==> config.mk <==
export PLATFORM = sky130hd
export DESIGN_NAME = psg_three_voice_sample_generator_top
export DESIGN_NICKNAME = d
export VERILOG_FILES = /design/src/design/psg_pkg.sv /design/src/design/psg_three_voice_sample_generator_top.sv /design/src/design/psg_div.sv
export SDC_FILE = /design/constraint.sdc
export NUM_CORES = 2
export LEC_CHECK = 0
export BUFFER_PORTS_ARGS = -buffer_cell sky130_fd_sc_hd__buf_2
export CORE_ASPECT_RATIO = 1.4
export CORE_UTILIZATION = 30
export DETAILED_ROUTE_END_ITERATION = 8
export GPL_ROUTABILITY_DRIVEN = 0
export SKIP_CTS_REPAIR_TIMING = 1
export SLEW_MARGIN = 30
export SYNTH_ARGS = -nofsm -noshare
export SYNTH_HDL_FRONTEND = slang
export SYNTH_SLANG_ARGS = --single-unit
==> constraint.sdc <==
create_clock -name clk -period 20.5 [get_ports clk]
set_clock_uncertainty 0.1 [all_clocks]
set_input_delay 0 -clock clk [delete_from_list [all_inputs] [get_ports clk]]
set_output_delay 0 -clock clk [all_outputs]
set_load 0.03 [all_outputs]
==> src/design/psg_pkg.sv <==
// ----------------------------------------------------------------------------
// psg_pkg
// Shared types, envelope segment codes and constant tables for the sound
// generator.
// ----------------------------------------------------------------------------
package psg_pkg;

  typedef logic [2:0] seg_op_t;

  localparam seg_op_t SEG_UP   = 3'd0;
  localparam seg_op_t SEG_DOWN = 3'd1;
  localparam seg_op_t SEG_ZERO = 3'd2;
  localparam seg_op_t SEG_ONE  = 3'd3;
  localparam seg_op_t SEG_REPT = 3'd4;
  localparam seg_op_t SEG_KEEP = 3'd5;

  localparam logic [1:0] CMD_WRITE = 2'd0;
  localparam logic [1:0] CMD_READ  = 2'd1;
  localparam logic [1:0] CMD_TICK  = 2'd2;

  localparam int unsigned PRESCALE_NOMINAL = 2;
  localparam logic [31:0] TICK_STEP = 32'd1000;

  typedef struct packed {
    logic busy;
    logic done;
  } div_stat_t;

  // segment walk of each envelope shape
  function automatic seg_op_t shape_op(input logic [3:0] shape, input logic [1:0] seg);
    seg_op_t row [4];
    row[0] = SEG_KEEP;
    row[1] = SEG_KEEP;
    row[2] = SEG_KEEP;
    row[3] = SEG_KEEP;
    unique case (shape)
      4'd8: begin
        row[0] = SEG_DOWN; row[1] = SEG_REPT;
      end
      4'd10: begin
        row[0] = SEG_DOWN; row[1] = SEG_UP; row[2] = SEG_REPT;
      end
      4'd11: begin
        row[0] = SEG_DOWN; row[1] = SEG_ONE;
      end
      4'd12: begin
        row[0] = SEG_UP; row[1] = SEG_REPT;
      end
      4'd13: begin
        row[0] = SEG_UP; row[1] = SEG_ONE;
      end
      4'd14: begin
        row[0] = SEG_UP; row[1] = SEG_DOWN; row[2] = SEG_REPT;
      end
      4'd4, 4'd5, 4'd6, 4'd7, 4'd15: begin
        row[0] = SEG_UP; row[1] = SEG_ZERO;
      end
      default: begin
        row[0] = SEG_DOWN; row[1] = SEG_ZERO;
      end
    endcase
    return row[seg];
  endfunction

  // logarithmic volume weights, full scale 65535
  function automatic logic [15:0] level_weight(input logic [3:0] v);
    logic [15:0] w;
    unique case (v)
      4'd0:  w = 16'd0;
      4'd1:  w = 16'd511;
      4'd2:  w = 16'd724;
      4'd3:  w = 16'd1023;
      4'd4:  w = 16'd1448;
      4'd5:  w = 16'd2047;
      4'd6:  w = 16'd2896;
      4'd7:  w = 16'd4095;
      4'd8:  w = 16'd5792;
      4'd9:  w = 16'd8191;
      4'd10: w = 16'd11585;
      4'd11: w = 16'd16383;
      4'd12: w = 16'd23170;
      4'd13: w = 16'd32767;
      4'd14: w = 16'd46340;
      default: w = 16'd65535;
    endcase
    return w;
  endfunction

endpackage

==> src/design/psg_three_voice_sample_generator_top.sv <==
// Read: the register is captured at accept and returned from the final step; cmd 3 is dropped in its accept cycle.
// Tick: the voices, the envelope and the noise are stepped in turn, all through the shared adder.
// Write: up to five double divisions on the one bit per cycle divider.
// One item at a time.
// Reset is synchronous: registers clear, noise period loads its value for
// all-zero registers, no clearing pass.
// ----------------------------------------------------------------------------
// psg_three_voice_sample_generator_top
// Three tone voices, noise and envelope, one sample per tick word.
// ----------------------------------------------------------------------------
module psg_three_voice_sample_generator_top #(
  parameter int SAMPLE_RATE    = 44100,
  parameter int CHIP_CLOCK_HZ  = 1228800,
  parameter int PRESCALE_BASE  = 2,
  parameter int ENVELOPE_TOP   = 255,
  parameter int PEAK_AMPLITUDE = 8192
) (
  input  logic               clk,
  input  logic               rst,
  input  logic               in_valid,
  output logic               in_stall,
  input  logic [1:0]         cmd,
  input  logic [3:0]         reg_index,
  input  logic [7:0]         write_data,
  output logic               out_valid,
  input  logic               out_stall,
  output logic signed [15:0] sample,
  output logic [7:0]         read_data,
  input  logic               cfg_we,
  input  logic [2:0]         cfg_data
);

  localparam longint F_TONE  = ((longint'(CHIP_CLOCK_HZ) * 1000 / 16)
                                * psg_pkg::PRESCALE_NOMINAL) / PRESCALE_BASE;
  localparam longint F_ENV   = ((longint'(CHIP_CLOCK_HZ) * 1000 / 256)
                                * psg_pkg::PRESCALE_NOMINAL) / PRESCALE_BASE;
  localparam longint F_NOISE = longint'(CHIP_CLOCK_HZ) * 1000 / 16;
  localparam longint NUM     = longint'(SAMPLE_RATE) * 1000000;
  localparam longint F_MAX   = (F_TONE > F_NOISE) ? F_TONE : F_NOISE;
  localparam int N_W = $clog2(NUM + 1);
  localparam int D_W = $clog2(F_MAX + 1);
  localparam logic [31:0] NOISE_RESET = 32'(NUM / F_NOISE);
  localparam logic [31:0] ENV_STEP    = 32'(longint'(ENVELOPE_TOP) * 1000);
  localparam logic [15:0] ENV_TOP     = 16'(ENVELOPE_TOP);

  localparam logic [3:0] S_IDLE   = 4'd0;
  localparam logic [3:0] S_PREP   = 4'd1;
  localparam logic [3:0] S_DIV1   = 4'd2;
  localparam logic [3:0] S_DIV2   = 4'd3;
  localparam logic [3:0] S_T_ADD  = 4'd4;
  localparam logic [3:0] S_T_CMP  = 4'd5;
  localparam logic [3:0] S_T_MIXT = 4'd6;
  localparam logic [3:0] S_T_MIXN = 4'd7;
  localparam logic [3:0] S_E_ADD  = 4'd8;
  localparam logic [3:0] S_E_CMP  = 4'd9;
  localparam logic [3:0] S_E_ELAP = 4'd10;
  localparam logic [3:0] S_E_SEG  = 4'd11;
  localparam logic [3:0] S_N_ADD  = 4'd12;
  localparam logic [3:0] S_N_LOOP = 4'd13;
  localparam logic [3:0] S_FIN    = 4'd14;

  localparam logic [2:0] JOB_ENV   = 3'd3;
  localparam logic [2:0] JOB_NOISE = 3'd4;

  logic [3:0]  state;
  logic [2:0]  job;
  logic [1:0]  ch;
  logic [2:0]  mute_mask;
  logic [7:0]  regs [16];
  logic [31:0] tone_half [3];
  logic [31:0] tone_bal [3];
  logic [2:0]  tone_phase;
  logic [31:0] env_period;
  logic [31:0] env_bal;
  logic [31:0] env_elapsed;
  logic [15:0] env_level;
  logic [1:0]  env_seg;
  logic [31:0] noise_period;
  logic [31:0] noise_bal;
  logic [23:0] noise_shift;
  logic signed [15:0] acc;
  logic [7:0]  rd_hold;

  logic in_acc;
  assign in_stall = state != S_IDLE;
  assign in_acc   = in_valid && !in_stall;

  // shared adder, subtractor and compare
  logic [31:0] alu_a, alu_b, alu_res;
  logic        alu_sub, alu_ge;

  always_comb begin
    alu_a   = '0;
    alu_b   = '0;
    alu_sub = 1'b0;
    unique case (state)
      S_T_ADD: begin
        alu_a = tone_bal[ch]; alu_b = psg_pkg::TICK_STEP;
      end
      S_T_CMP: begin
        alu_a = tone_bal[ch]; alu_b = tone_half[ch]; alu_sub = 1'b1;
      end
      S_E_ADD: begin
        alu_a = env_bal; alu_b = ENV_STEP;
      end
      S_E_CMP: begin
        alu_a = env_bal; alu_b = env_period; alu_sub = 1'b1;
      end
      S_E_ELAP: begin
        alu_a = env_elapsed; alu_b = psg_pkg::TICK_STEP;
      end
      S_E_SEG: begin
        alu_a = env_elapsed; alu_b = env_period; alu_sub = 1'b1;
      end
      S_N_ADD: begin
        alu_a = noise_bal; alu_b = psg_pkg::TICK_STEP;
      end
      S_N_LOOP: begin
        alu_a = noise_bal; alu_b = noise_period; alu_sub = 1'b1;
      end
      default: begin
        alu_a = '0;
      end
    endcase
  end

  assign alu_res = alu_sub ? alu_a - alu_b : alu_a + alu_b;
  assign alu_ge  = alu_a >= alu_b;

  // volume lookup
  logic [14:0] amp_tab [16];
  logic [14:0] env_ge;

  for (genvar i = 0; i < 16; i++) begin : g_amp
    localparam longint Amp = (longint'(PEAK_AMPLITUDE)
                              * longint'(psg_pkg::level_weight(4'(i)))) / 65535;
    assign amp_tab[i] = 15'(Amp);
  end

  // envelope index is level*16/top, found by threshold compares
  for (genvar k = 1; k < 16; k++) begin : g_env_th
    localparam longint Th = (longint'(k) * ENVELOPE_TOP + 15) / 16;
    assign env_ge[k-1] = {1'b0, env_level} >= 17'(Th);
  end

  logic [7:0]  vol_reg;
  logic [3:0]  vol_idx;
  logic [14:0] amp;
  logic        tone_on, muted, noise_on;

  always_comb begin
    unique case (ch)
      2'd1:    vol_reg = regs[9];
      2'd2:    vol_reg = regs[10];
      default: vol_reg = regs[8];
    endcase
  end

  assign vol_idx  = vol_reg[4] ? 4'($countones(env_ge)) : vol_reg[3:0];
  assign amp      = amp_tab[vol_idx];
  assign tone_on  = (tone_half[ch] != '0) && !regs[7][{1'b0, ch}];
  assign muted    = mute_mask[ch];
  assign noise_on = !regs[7][3'd3 + {1'b0, ch}] && (noise_period != '0) && !muted;

  logic        mix_neg;
  logic signed [17:0] mix_sum;
  logic signed [15:0] mix_sat;

  assign mix_neg = (state == S_T_MIXT) ? !tone_phase[ch] : noise_shift[0];
  assign mix_sum = 18'(acc) + (mix_neg ? -$signed({3'b000, amp}) : $signed({3'b000, amp}));

  always_comb begin
    priority if (mix_sum > 18'sd32767) begin
      mix_sat = 16'sd32767;
    end else if (mix_sum < -18'sd32767) begin
      mix_sat = -16'sd32767;
    end else begin
      mix_sat = mix_sum[15:0];
    end
  end

  // envelope segment walk
  psg_pkg::seg_op_t op_cur, op_inc, op_new, op_wr;
  logic [1:0] seg_inc, seg_new;

  assign op_cur  = psg_pkg::shape_op(regs[13][3:0], env_seg);
  assign seg_inc = env_seg + 2'd1;
  assign op_inc  = psg_pkg::shape_op(regs[13][3:0], seg_inc);
  assign seg_new = (op_inc == psg_pkg::SEG_REPT) ? 2'd0 : seg_inc;
  assign op_new  = psg_pkg::shape_op(regs[13][3:0], seg_new);
  assign op_wr   = psg_pkg::shape_op(write_data[3:0], 2'd0);

  logic [23:0] noise_next;
  assign noise_next = {noise_shift[0] ^ noise_shift[1] ^ noise_shift[2] ^ noise_shift[7],
                       noise_shift[23:1]};

  // period job setup
  logic           job_en;
  logic [15:0]    job_d;
  logic [N_W-1:0] job_f;

  always_comb begin
    unique case (job)
      3'd0: begin
        job_en = !regs[7][0]; job_d = {4'h0, regs[1][3:0], regs[0]};
        job_f = N_W'(F_TONE);
      end
      3'd1: begin
        job_en = !regs[7][1]; job_d = {4'h0, regs[3][3:0], regs[2]};
        job_f = N_W'(F_TONE);
      end
      3'd2: begin
        job_en = !regs[7][2]; job_d = {4'h0, regs[5][3:0], regs[4]};
        job_f = N_W'(F_TONE);
      end
      JOB_ENV: begin
        job_en = 1'b1; job_d = {regs[12], regs[11]};
        job_f = N_W'(F_ENV);
      end
      default: begin
        job_en = regs[7][5:3] != 3'b111; job_d = 16'(regs[6][4:0]) + 16'd1;
        job_f = N_W'(F_NOISE);
      end
    endcase
  end

  logic                div_start;
  logic [N_W-1:0]      div_dividend;
  logic [D_W-1:0]      div_divisor;
  psg_pkg::div_stat_t  div_stat;
  logic [N_W-1:0]      div_q;
  logic                q1_zero;
  logic [31:0]         period_val;

  assign q1_zero = div_q == '0;
  assign div_start = ((state == S_PREP) && job_en && (job_d != '0))
                     || ((state == S_DIV1) && div_stat.done && !q1_zero);
  assign div_dividend = (state == S_PREP) ? job_f : N_W'(NUM);
  assign div_divisor  = (state == S_PREP) ? D_W'(job_d) : div_q[D_W-1:0];
  assign period_val   = (job < JOB_ENV) ? {1'b0, div_q[31:1]} : div_q[31:0];

  psg_div #(.N_W(N_W), .D_W(D_W)) u_div (
    .clk      (clk),
    .rst      (rst),
    .start    (div_start),
    .dividend (div_dividend),
    .divisor  (div_divisor),
    .stat     (div_stat),
    .quotient (div_q)
  );

  logic        store_en;
  logic [31:0] store_val;

  always_comb begin
    store_en  = 1'b0;
    store_val = '0;
    unique case (state)
      S_PREP: store_en = !(job_en && (job_d != '0));
      S_DIV1: store_en = div_stat.done && q1_zero;
      S_DIV2: begin
        store_en = div_stat.done; store_val = period_val;
      end
      default: store_en = 1'b0;
    endcase
  end

  always_ff @(posedge clk) begin
    if (rst) begin
      state        <= S_IDLE;
      job          <= '0;
      ch           <= '0;
      mute_mask    <= '0;
      for (int i = 0; i < 16; i++) regs[i] <= '0;
      for (int i = 0; i < 3; i++) begin
        tone_half[i] <= '0;
        tone_bal[i]  <= '0;
      end
      tone_phase   <= '0;
      env_period   <= '0;
      env_bal      <= '0;
      env_elapsed  <= '0;
      env_level    <= '0;
      env_seg      <= '0;
      noise_period <= NOISE_RESET;
      noise_bal    <= '0;
      noise_shift  <= 24'd1;
      acc          <= '0;
      rd_hold      <= '0;
      out_valid    <= 1'b0;
      sample       <= '0;
      read_data    <= '0;
    end else begin
      if (cfg_we) begin
        mute_mask <= cfg_data;
      end
      // the final step drives out_valid itself
      if (state != S_FIN && out_valid && !out_stall) begin
        out_valid <= 1'b0;
      end

      if (store_en) begin
        unique case (job)
          3'd0:      tone_half[0] <= store_val;
          3'd1:      tone_half[1] <= store_val;
          3'd2:      tone_half[2] <= store_val;
          JOB_ENV:   env_period   <= store_val;
          default:   noise_period <= store_val;
        endcase
        if (job == JOB_NOISE) begin
          state <= S_IDLE;
        end else begin
          job   <= job + 3'd1;
          state <= S_PREP;
        end
      end

      unique case (state)
        S_IDLE: begin
          if (in_acc) begin
            acc     <= '0;
            ch      <= '0;
            job     <= '0;
            rd_hold <= '0;
            unique case (cmd)
              psg_pkg::CMD_WRITE: begin
                regs[reg_index] <= write_data;
                if (reg_index == 4'd13) begin
                  env_seg     <= '0;
                  env_elapsed <= '0;
                  env_bal     <= '0;
                  if (op_wr == psg_pkg::SEG_UP || op_wr == psg_pkg::SEG_ZERO) begin
                    env_level <= '0;
                  end else if (op_wr == psg_pkg::SEG_DOWN || op_wr == psg_pkg::SEG_ONE) begin
                    env_level <= ENV_TOP;
                  end
                end
                state <= S_PREP;
              end
              psg_pkg::CMD_READ: begin
                rd_hold <= regs[reg_index];
                state   <= S_FIN;
              end
              psg_pkg::CMD_TICK: state <= S_T_ADD;
              default: state <= S_IDLE;
            endcase
          end
        end
        S_PREP: begin
          if (!store_en) begin
            state <= S_DIV1;
          end
        end
        S_DIV1: begin
          if (div_stat.done && !q1_zero) begin
            state <= S_DIV2;
          end
        end
        S_DIV2: begin
        end
        S_T_ADD: begin
          if (tone_on) tone_bal[ch] <= alu_res;
          state <= S_T_CMP;
        end
        S_T_CMP: begin
          if (tone_on && alu_ge) begin
            tone_bal[ch]   <= alu_res;
            tone_phase[ch] <= !tone_phase[ch];
          end
          state <= S_T_MIXT;
        end
        S_T_MIXT: begin
          if (tone_on && !muted) acc <= mix_sat;
          state <= S_T_MIXN;
        end
        S_T_MIXN: begin
          if (noise_on) acc <= mix_sat;
          if (ch == 2'd2) begin
            ch    <= '0;
            state <= S_E_ADD;
          end else begin
            ch    <= ch + 2'd1;
            state <= S_T_ADD;
          end
        end
        S_E_ADD: begin
          env_bal <= alu_res;
          state   <= S_E_CMP;
        end
        S_E_CMP: begin
          if (alu_ge) begin
            env_bal <= alu_res;
            if (op_cur == psg_pkg::SEG_UP) begin
              env_level <= env_level + 16'd1;
            end else if (op_cur == psg_pkg::SEG_DOWN && env_level != '0) begin
              env_level <= env_level - 16'd1;
            end
          end
          state <= S_E_ELAP;
        end
        S_E_ELAP: begin
          env_elapsed <= alu_res;
          state       <= S_E_SEG;
        end
        S_E_SEG: begin
          if (alu_ge && op_cur != psg_pkg::SEG_KEEP) begin
            env_seg     <= seg_new;
            env_elapsed <= '0;
            env_bal     <= '0;
            if (op_new == psg_pkg::SEG_UP || op_new == psg_pkg::SEG_ZERO) begin
              env_level <= '0;
            end else if (op_new == psg_pkg::SEG_DOWN || op_new == psg_pkg::SEG_ONE) begin
              env_level <= ENV_TOP;
            end
          end
          state <= (noise_period != '0) ? S_N_ADD : S_FIN;
        end
        S_N_ADD: begin
          noise_bal <= alu_res;
          state     <= S_N_LOOP;
        end
        S_N_LOOP: begin
          if (alu_ge) begin
            noise_bal   <= alu_res;
            noise_shift <= noise_next;
          end else begin
            state <= S_FIN;
          end
        end
        S_FIN: begin
          if (!out_valid || !out_stall) begin
            out_valid <= 1'b1;
            sample    <= acc;
            read_data <= rd_hold;
            state     <= S_IDLE;
          end
        end
        default: state <= S_IDLE;
      endcase
    end
  end

  // noise register can never fall into the all-zero lock-up
  a_noise_nonzero: assert property (@(posedge clk) disable iff (rst)
    noise_shift != '0) else $error("noise shift register went to zero");

  // every shape repeats or holds before the last segment
  a_seg_range: assert property (@(posedge clk) disable iff (rst)
    env_seg != 2'd3) else $error("envelope segment reached unused slot");

  a_div_start_idle: assert property (@(posedge clk) disable iff (rst)
    div_start |-> !div_stat.busy) else $error("divider restarted while busy");

  a_div_done_wait: assert property (@(posedge clk) disable iff (rst)
    div_stat.done |-> (state == S_DIV1 || state == S_DIV2))
    else $error("divider result with no waiting step");

  a_result_from_fin: assert property (@(posedge clk) disable iff (rst)
    $rose(out_valid) |-> $past(state) == S_FIN)
    else $error("result word raised outside final step");

endmodule

==> src/design/psg_div.sv <==
// ----------------------------------------------------------------------------
// psg_div
// Restoring unsigned divider, one quotient bit per cycle.
// ----------------------------------------------------------------------------
module psg_div #(
  parameter int N_W = 40,
  parameter int D_W = 32
) (
  input  logic                clk,
  input  logic                rst,
  input  logic                start,
  input  logic [N_W-1:0]      dividend,
  input  logic [D_W-1:0]      divisor,
  output psg_pkg::div_stat_t  stat,
  output logic [N_W-1:0]      quotient
);

  localparam int CW = $clog2(N_W);

  logic [CW-1:0] cnt;
  logic          busy;
  logic          done;
  logic [D_W-1:0] dvs;
  logic [D_W-1:0] rem;
  logic [N_W-1:0] quo;
  logic [D_W:0]   rem_sh;
  logic           fits;

  assign rem_sh = {rem, quo[N_W-1]};
  assign fits   = rem_sh >= {1'b0, dvs};

  always_ff @(posedge clk) begin
    if (rst) begin
      busy <= 1'b0;
      done <= 1'b0;
      cnt  <= '0;
    end else begin
      done <= 1'b0;
      if (start) begin
        busy <= 1'b1;
        cnt  <= '0;
        dvs  <= divisor;
        rem  <= '0;
        quo  <= dividend;
      end else if (busy) begin
        rem <= fits ? D_W'(rem_sh - {1'b0, dvs}) : rem_sh[D_W-1:0];
        quo <= {quo[N_W-2:0], fits};
        cnt <= cnt + 1'b1;
        if (cnt == CW'(N_W - 1)) begin
          busy <= 1'b0;
          done <= 1'b1;
        end
      end
    end
  end

  assign stat.busy = busy;
  assign stat.done = done;
  assign quotient  = quo;

endmodule
== Word level (Yosys, flattened, before mapping) ==
Memory sizes are Yosys's and may differ from the RTL's. A register that Yosys moved wholly into a read port is not among the register bits.
Cells that the tools add are included.

* Word-level logic and storage cells: 396
* ROM bits: 240
* Flip-flop bits (word level): 364
* Memories kept: 4
* Memory bits (writable): 320

* Equal/unequal tests: 68
* Reduce and logical (&&, ||, !) cells: 86
* Bitwise logic cells: 14
* Multiplexer cells: 144
* Order comparisons: 28
* Add/subtract/negate cells: 27

{| class="wikitable"
|+ Memories
! name !! words !! width !! rd ports !! clocked after Yosys merged registers in !! write ports !! RTL line !! RTL
|-
| (name not given) || 16 || 15 || 1 || 0 || 0 || psg_three_voice_sample_generator_top.sv:160 || <nowiki>assign amp = amp_tab[vol_idx];</nowiki>
|-
| regs || 16 || 8 || 15 || 0 || 16 || psg_three_voice_sample_generator_top.sv:69 || <nowiki>logic [7:0] regs [16];</nowiki>
|-
| tone_bal || 3 || 32 || 1 || 1 || 3 || psg_three_voice_sample_generator_top.sv:71 || <nowiki>logic [31:0] tone_bal [3];</nowiki>
|-
| tone_half || 3 || 32 || 1 || 1 || 3 || psg_three_voice_sample_generator_top.sv:70 || <nowiki>logic [31:0] tone_half [3];</nowiki>
|}

{| class="wikitable"
|+ Operators with widths
! operator !! number
|-
| $mux W32 || 13
|-
| $mux W16 || 17
|-
| $pmux W32 S4 || 2
|-
| $pmux W32 S5 || 1
|-
| $ge A16 B8 Y1 const B || 8
|-
| $mux W36 || 3
|-
| $pmux W16 S3 || 2
|-
| $pmux W32 S3 || 1
|-
| $eq A4 B4 Y1 const B || 22
|-
| $mux W27 || 3
|-
| $ge A16 B7 Y1 const B || 4
|-
| $pmux W16 S4 || 1
|-
| $pmux W32 S2 || 1
|-
| $reduce_bool A32 Y1 || 2
|-
| $pmux W4 S15 || 1
|-
| $pmux W4 S7 || 2
|-
| $eq A4 B3 Y1 const B || 12
|-
| $mux W1 || 45
|-
| $logic_not A36 Y1 || 1
|-
| $mux W4 || 9
|-
| $add A32 B32 Y32 || 1
|-
| $ge A16 B6 Y1 const B || 2
|-
| $ge A32 B32 Y1 || 1
|-
| $reduce_bool A16 Y1 || 2
|-
| 79 further kinds || 211
|}

== Longest topological paths before layout ==
An unclocked memory read counts as a cell.

* Word-level depth: 19
* Depth in mapped cells: 37
* Gate-level depth less buffers: 36

== Hierarchy ==
Synthesis repeated with hierarchy kept, for this count alone.

* Cell total of the unflattened synthesis: 3974
* Area, all modules: 39795.7 um2

{| class="wikitable"
|+ By module, submodules not included
! module !! seq. area each (um2) !! cells each !! times used !! area each (um2)
|-
| psg_three_voice_sample_generator_top || 15935.3 || 3480 || 1 || 34269.1
|-
| psg_div || 2862.7 || 494 || 1 || 5526.6
|}

== Least setup slack after synthesis ==
No wires, ideal clock.

* Path kind: register to register
* Start: register env_level[15]
* End: register acc[10]
* Required time: 20.324 ns
* Path buffers: 1
* Cell stages (with the launch flop): 33
* Path slack: 11.649 ns
* Arrival: 8.674 ns
* Cells stage by stage: dfxtp_1 nor4_1 nand2_1 or3_1 nor2_1 fa_1 fa_1 fa_1 inv_1 fa_1 inv_1 fa_1 fa_1 a211oi_4 inv_2 ha_1 nor3_1 a311o_2 nor3b_4 nand3_1 o21ai_0 xnor2_1 ha_1 nand4_1 o311ai_0 o31ai_1 o21ai_0 xor2_1 xnor2_2 o21ai_2 or2_4 buf_6 a31oi_2

* Cells in the longest elaborated chain, start to end: 18

{| class="wikitable"
|+ Ends and longest elaborated chain
! what !! RTL line !! RTL
|-
| start, declared || psg_three_voice_sample_generator_top.sv:76 || <nowiki>logic [15:0] env_level;</nowiki>
|-
| start signal, assigned || psg_three_voice_sample_generator_top.sv:394 || <nowiki>env_level <= env_level + 16'd1;</nowiki>
|-
| start signal, assigned || psg_three_voice_sample_generator_top.sv:396 || <nowiki>env_level <= env_level - 16'd1;</nowiki>
|-
| $ge A16 B5 Y1, or another cell as far along || psg_three_voice_sample_generator_top.sv:143 || <nowiki>assign env_ge[k-1] = {1'b0, env_level} >= 17'(Th);</nowiki>
|-
| $add A1 B1 Y2 (implied by the code) || psg_three_voice_sample_generator_top.sv:159 || <nowiki>assign vol_idx = vol_reg[4] ? 4'($countones(env_ge)) : vol_reg[3:0];</nowiki>
|-
| $add A2 B2 Y3 (implied by the code) or $add A2 B1 Y3 (tied branches) || psg_three_voice_sample_generator_top.sv:159 ||
|-
| $add A3 B3 Y4 (implied by the code) || psg_three_voice_sample_generator_top.sv:159 ||
|-
| $add A4 B4 Y4 (implied by the code) * || psg_three_voice_sample_generator_top.sv:159 ||
|-
| $mux W4 * || psg_three_voice_sample_generator_top.sv:159 ||
|-
| $not A4 Y5 (implied by the code) * || psg_three_voice_sample_generator_top.sv:160 ||
|-
| $mem_v2 Z16 W15 * || -- ||
|-
| $mux W15 (implied by the code) * (2 in a row) || psg_three_voice_sample_generator_top.sv:160 ||
|-
| $neg A15 Y18 || psg_three_voice_sample_generator_top.sv:170 || <nowiki>assign mix_sum = 18'(acc) + (mix_neg ? -$signed({3'b000, amp}) : $signed({3'b000, amp}));</nowiki>
|-
| $mux W18 * || psg_three_voice_sample_generator_top.sv:170 ||
|-
| $add A16 B18 Y18 * || psg_three_voice_sample_generator_top.sv:170 ||
|-
| $lt A18 B16 Y1 || psg_three_voice_sample_generator_top.sv:175 || <nowiki>end else if (mix_sum < -18'sd32767) begin</nowiki>
|-
| $mux W16 || psg_three_voice_sample_generator_top.sv:175 ||
|-
| $mux W16 * || psg_three_voice_sample_generator_top.sv:173 || <nowiki>priority if (mix_sum > 18'sd32767) begin</nowiki>
|-
| $mux W16 (on tied branches) || psg_three_voice_sample_generator_top.sv:377, psg_three_voice_sample_generator_top.sv:373 ||
|-
| $pmux W16 S3 * || psg_three_voice_sample_generator_top.sv:318 || <nowiki>unique case (state)</nowiki>
|-
| end signal, assigned || psg_three_voice_sample_generator_top.sv:373 || <nowiki>if (tone_on && !muted) acc <= mix_sat;</nowiki>
|-
| end signal, assigned || psg_three_voice_sample_generator_top.sv:377 || <nowiki>if (noise_on) acc <= mix_sat;</nowiki>
|-
| end, declared || psg_three_voice_sample_generator_top.sv:81 || <nowiki>logic signed [15:0] acc;</nowiki>
|}

Every way passes the cells marked *; elsewhere a longest branch is shown, timed or not. The select of a mux whose other input is x is not followed.
A chain may end at the register's enable or synchronous reset.

== Worst setup path in the final report ==
* Start: register env_level[11]
* End: register acc[1]

Same word-level chain as after synthesis.

==> results_dict.tcl <==
set metrics [dict create \
    outcome "finished, final reports clean" \
    setup_viol 0 \
    synth_area_leaders "edfxtp_1, dfxtp_1, nand2_1, ha_1, a21oi_1" \
    synthTopCellsByCount "nand2_1, edfxtp_1, nor2_1, a21oi_1, dfxtp_1" \
    fin_crit_ns 10.13 \
    pwr-share-seq_pct 41.7 \
    yosys_most_used_dff "edfxtp_1" \
    initial_core_util_pct 30.4 \
    p_int_uw 2690 \
    grt_pass1_wl_mm 178 \
    clk_pin_slew_ns 0.07 \
    power.density_nw_per_um2 91.2 \
    htreeDepth 3 \
    cp-end-kind "flop" \
    r2r_cells 31 \
    nFillCells 13267 \
    critical-path-top-delay-family "adder cells" \
    io_pins 48 \
    route.detailed.drc 0 \
    cts_buffers 72 \
    vias_per_cell 5.29 \
    netSwitchingFraction_pct 33.0 \
    grt.total_usage_pct 17.2 \
    die_x_microns 308 \
    slew_headroom_pct 34.4 \
    synthCells 4036 \
    r2r_end "acc[1]" \
    rsz0062_at_grt "false" \
    grt_pass1_vias 30122 \
    dpl.hpwl_mm 79.5 \
    num_vias 30636 \
    p_leak_uw 0.0162 \
    portBuffers 47 \
    slew_viol_final 0 \
    tightestPinTransition_ns 0.981 \
    fmaxAchievable_mhz 98.7 \
    min_path_cells 4 \
    area_delta_synth_final_pct 11.8 \
    synth_compound_area_share_pct 15.1 \
    synth_top_family_by_area "simple AND/OR/NAND/NOR gates" \
    syn_area_per_cell_sq_um 9.75 \
    wl_per_cell_microns 20.0 \
    routed_wl_mm 116 \
    cp_slowest_cell "o311ai_0" \
    netlist_area_sq_um 39400 \
    die-height_microns 431 \
    syn_nets 4217 \
    worstPathMaxFanout 15 \
    cp_common_cell "fa_1" \
    synth_fa_ha_area_share_pct 5.34 \
    finalCritPeriodShare_pct 49.4 \
    cts_tree "done" \
    clock_latency_ns 0.70 \
    synth_seq_cells 718 \
    cp.arrival_ns 10.60 \
    yosys_warnings 0 \
    clock-sinks 718 \
    synth_xor_area_share_pct 2.24 \
    synth-simple-area-share_pct 17.4 \
    required_ns 20.97 \
    hp-class "input port to flop" \
    synthMostInstantiatedCell "nand2_1" \
    dp.cells 5630 \
    p_switching_uw 1320 \
    fin_tns_setup_ns 0 \
    clock_path_buffers 3 \
    combPwrFrac_pct 24.3 \
    row_count 156 \
    r2r_slack_ns 10.37 \
    yosysSeqAreaShare_pct 47.8 \
    synth.area.mux_share_pct 7.77 \
    peakVddDrop_v 0.0000662 \
    layout.cells.non_filler 5791 \
    clkPwrFrac_pct 34.0 \
    yosys.area.top_type "edfxtp_1" \
    synth_top_area_share_pct 33.7 \
    hp-start "reg_index[2]" \
    drt_iter0_drc 2564 \
    r2r_start "env_level[11]" \
    drive_gt1_share_pct 9.78 \
    drtPass1Iterations 8 \
    synth_edf_count 442 \
    postRouteAntennaNets 0 \
    core_area_sq_um 130000 \
    cts_root_buf "clkbuf_16" \
    fin_nets 4171 \
    grt_overflow 0 \
    antenna_found_initial 2 \
    slowest_delay_ns 0.61 \
    finalHoldViolations 0 \
    max_cap_viol_count 0 \
    cp_num_buf_inv 3 \
    yosysUniqueCellTypes 98 \
    die_area_sq_um 133000 \
    worst-setup-path-type "flop to flop" \
    cp-start-kind "flop" \
    async_flop_share_pct 0 \
    whs_endpoint "rd_hold[3]" \
    pre_cts_ws_ns 10.42 \
    grt_max_degree 92 \
    setup_slack_ns 10.37 \
]
==> power by group through the flow <==
stage	logic, uW	clock network [uW]	registers, uW
after floorplan	684	0	1670
final	976	1360	1680
after detailed placement	962	0	1700
after CTS	966	1390	1670
after global routing	1070	1430	1680
after global placement	949	0	1700
==> cell families (layout without fill, tap and decap cells) <==
kind of cell    after synthesis  after routing
simple gates               1472           1472
compound gates              938            938
buf+inv                     440            454
other cells                   0              3
mux                         210            210
flops                       718            718
fa+ha+maj                   159            159
xor+xnor                     99             99
==> worst max-delay path by stage <==
stage                        startpoint       to  slack (ns)  depth (start not counted)
final                     env_level[11]   acc[1]       10.37                         31
after global routing      env_level[11]   acc[1]        9.39                         34
after CTS                 env_level[11]   acc[1]       10.37                         34
after detailed placement  env_level[11]   acc[1]       10.42                         34
after global placement    env_level[11]   acc[1]       10.60                         34
after floorplan           env_level[15]  acc[10]       11.65                         32
==> layer usage <==
layer  GRT usage [%]  part of all wire [%]
met5               0                     0
met4            7.93                   4.4
met3            2.24                   4.8
met2            30.8                    51
met1            20.3                    40
==> worst min-delay path: stages <==
cell	delay (ns)
buf_2	0.22
mux4_2	0.38
a22oi_1	0.06
nor2_1	0.09
==> cell usage in the layout, fill, tap and decap left out, drive strengths merged, types with 75 or more instances in the layout <==
master / count
a21oi: 339
and2: 157
buf: 100
clkbuf: 96
dfxtp: 276
edfxtp: 442
ha: 144
inv: 199
mux2i: 130
mux4: 75
nand2: 490
nand3: 76
nor2: 414
nor3: 77
o21ai: 205
==> state kept, by name, summed over array words and instances, names as in the netlist, 3 cells and up, named ones only <==
name and count:
tone_phase 3, u_div.quotient 36, env_elapsed 32, job 3
env_bal 32, tone_half 96, read_data 8, tone_bal 128
noise_bal 32, sample 16, acc 16, env_period 32
state 4, u_div.dvs 27, rd_hold 8, mute_mask 3
noise_shift 24, regs 128, noise_period 32, u_div.cnt 6
env_level 16, u_div.rem 27
==> stage by stage <==
stage	area (sq um)	utilization (%)	hold WS (ns)	power [uW]
2_1_floorplan	39400	-	0.0471	2360
3_3_place_gp	41300	31.9	0.133	2650
3_5_place_dp	41400	31.9	0.148	2670
4_1_cts	43800	33.8	-0.566	4030
5_1_grt	44000	34.0	0.0456	4180
6_report	44000	34.0	0.0168	4020
==> area by class of cell <==
type	instances	area, sq um	share of cell area, %
diodes	3	7.51	0.0171
clock buffers	95	1970	4.47
clock inverters	39	427	0.970
inverters	195	732	1.66
multi-input cells	2878	19000	43.2
flip-flops and latches	718	18800	42.7
well taps	1738	2170	4.94
repair buffers	125	890	2.02
(Power assumes the default switching activity.)
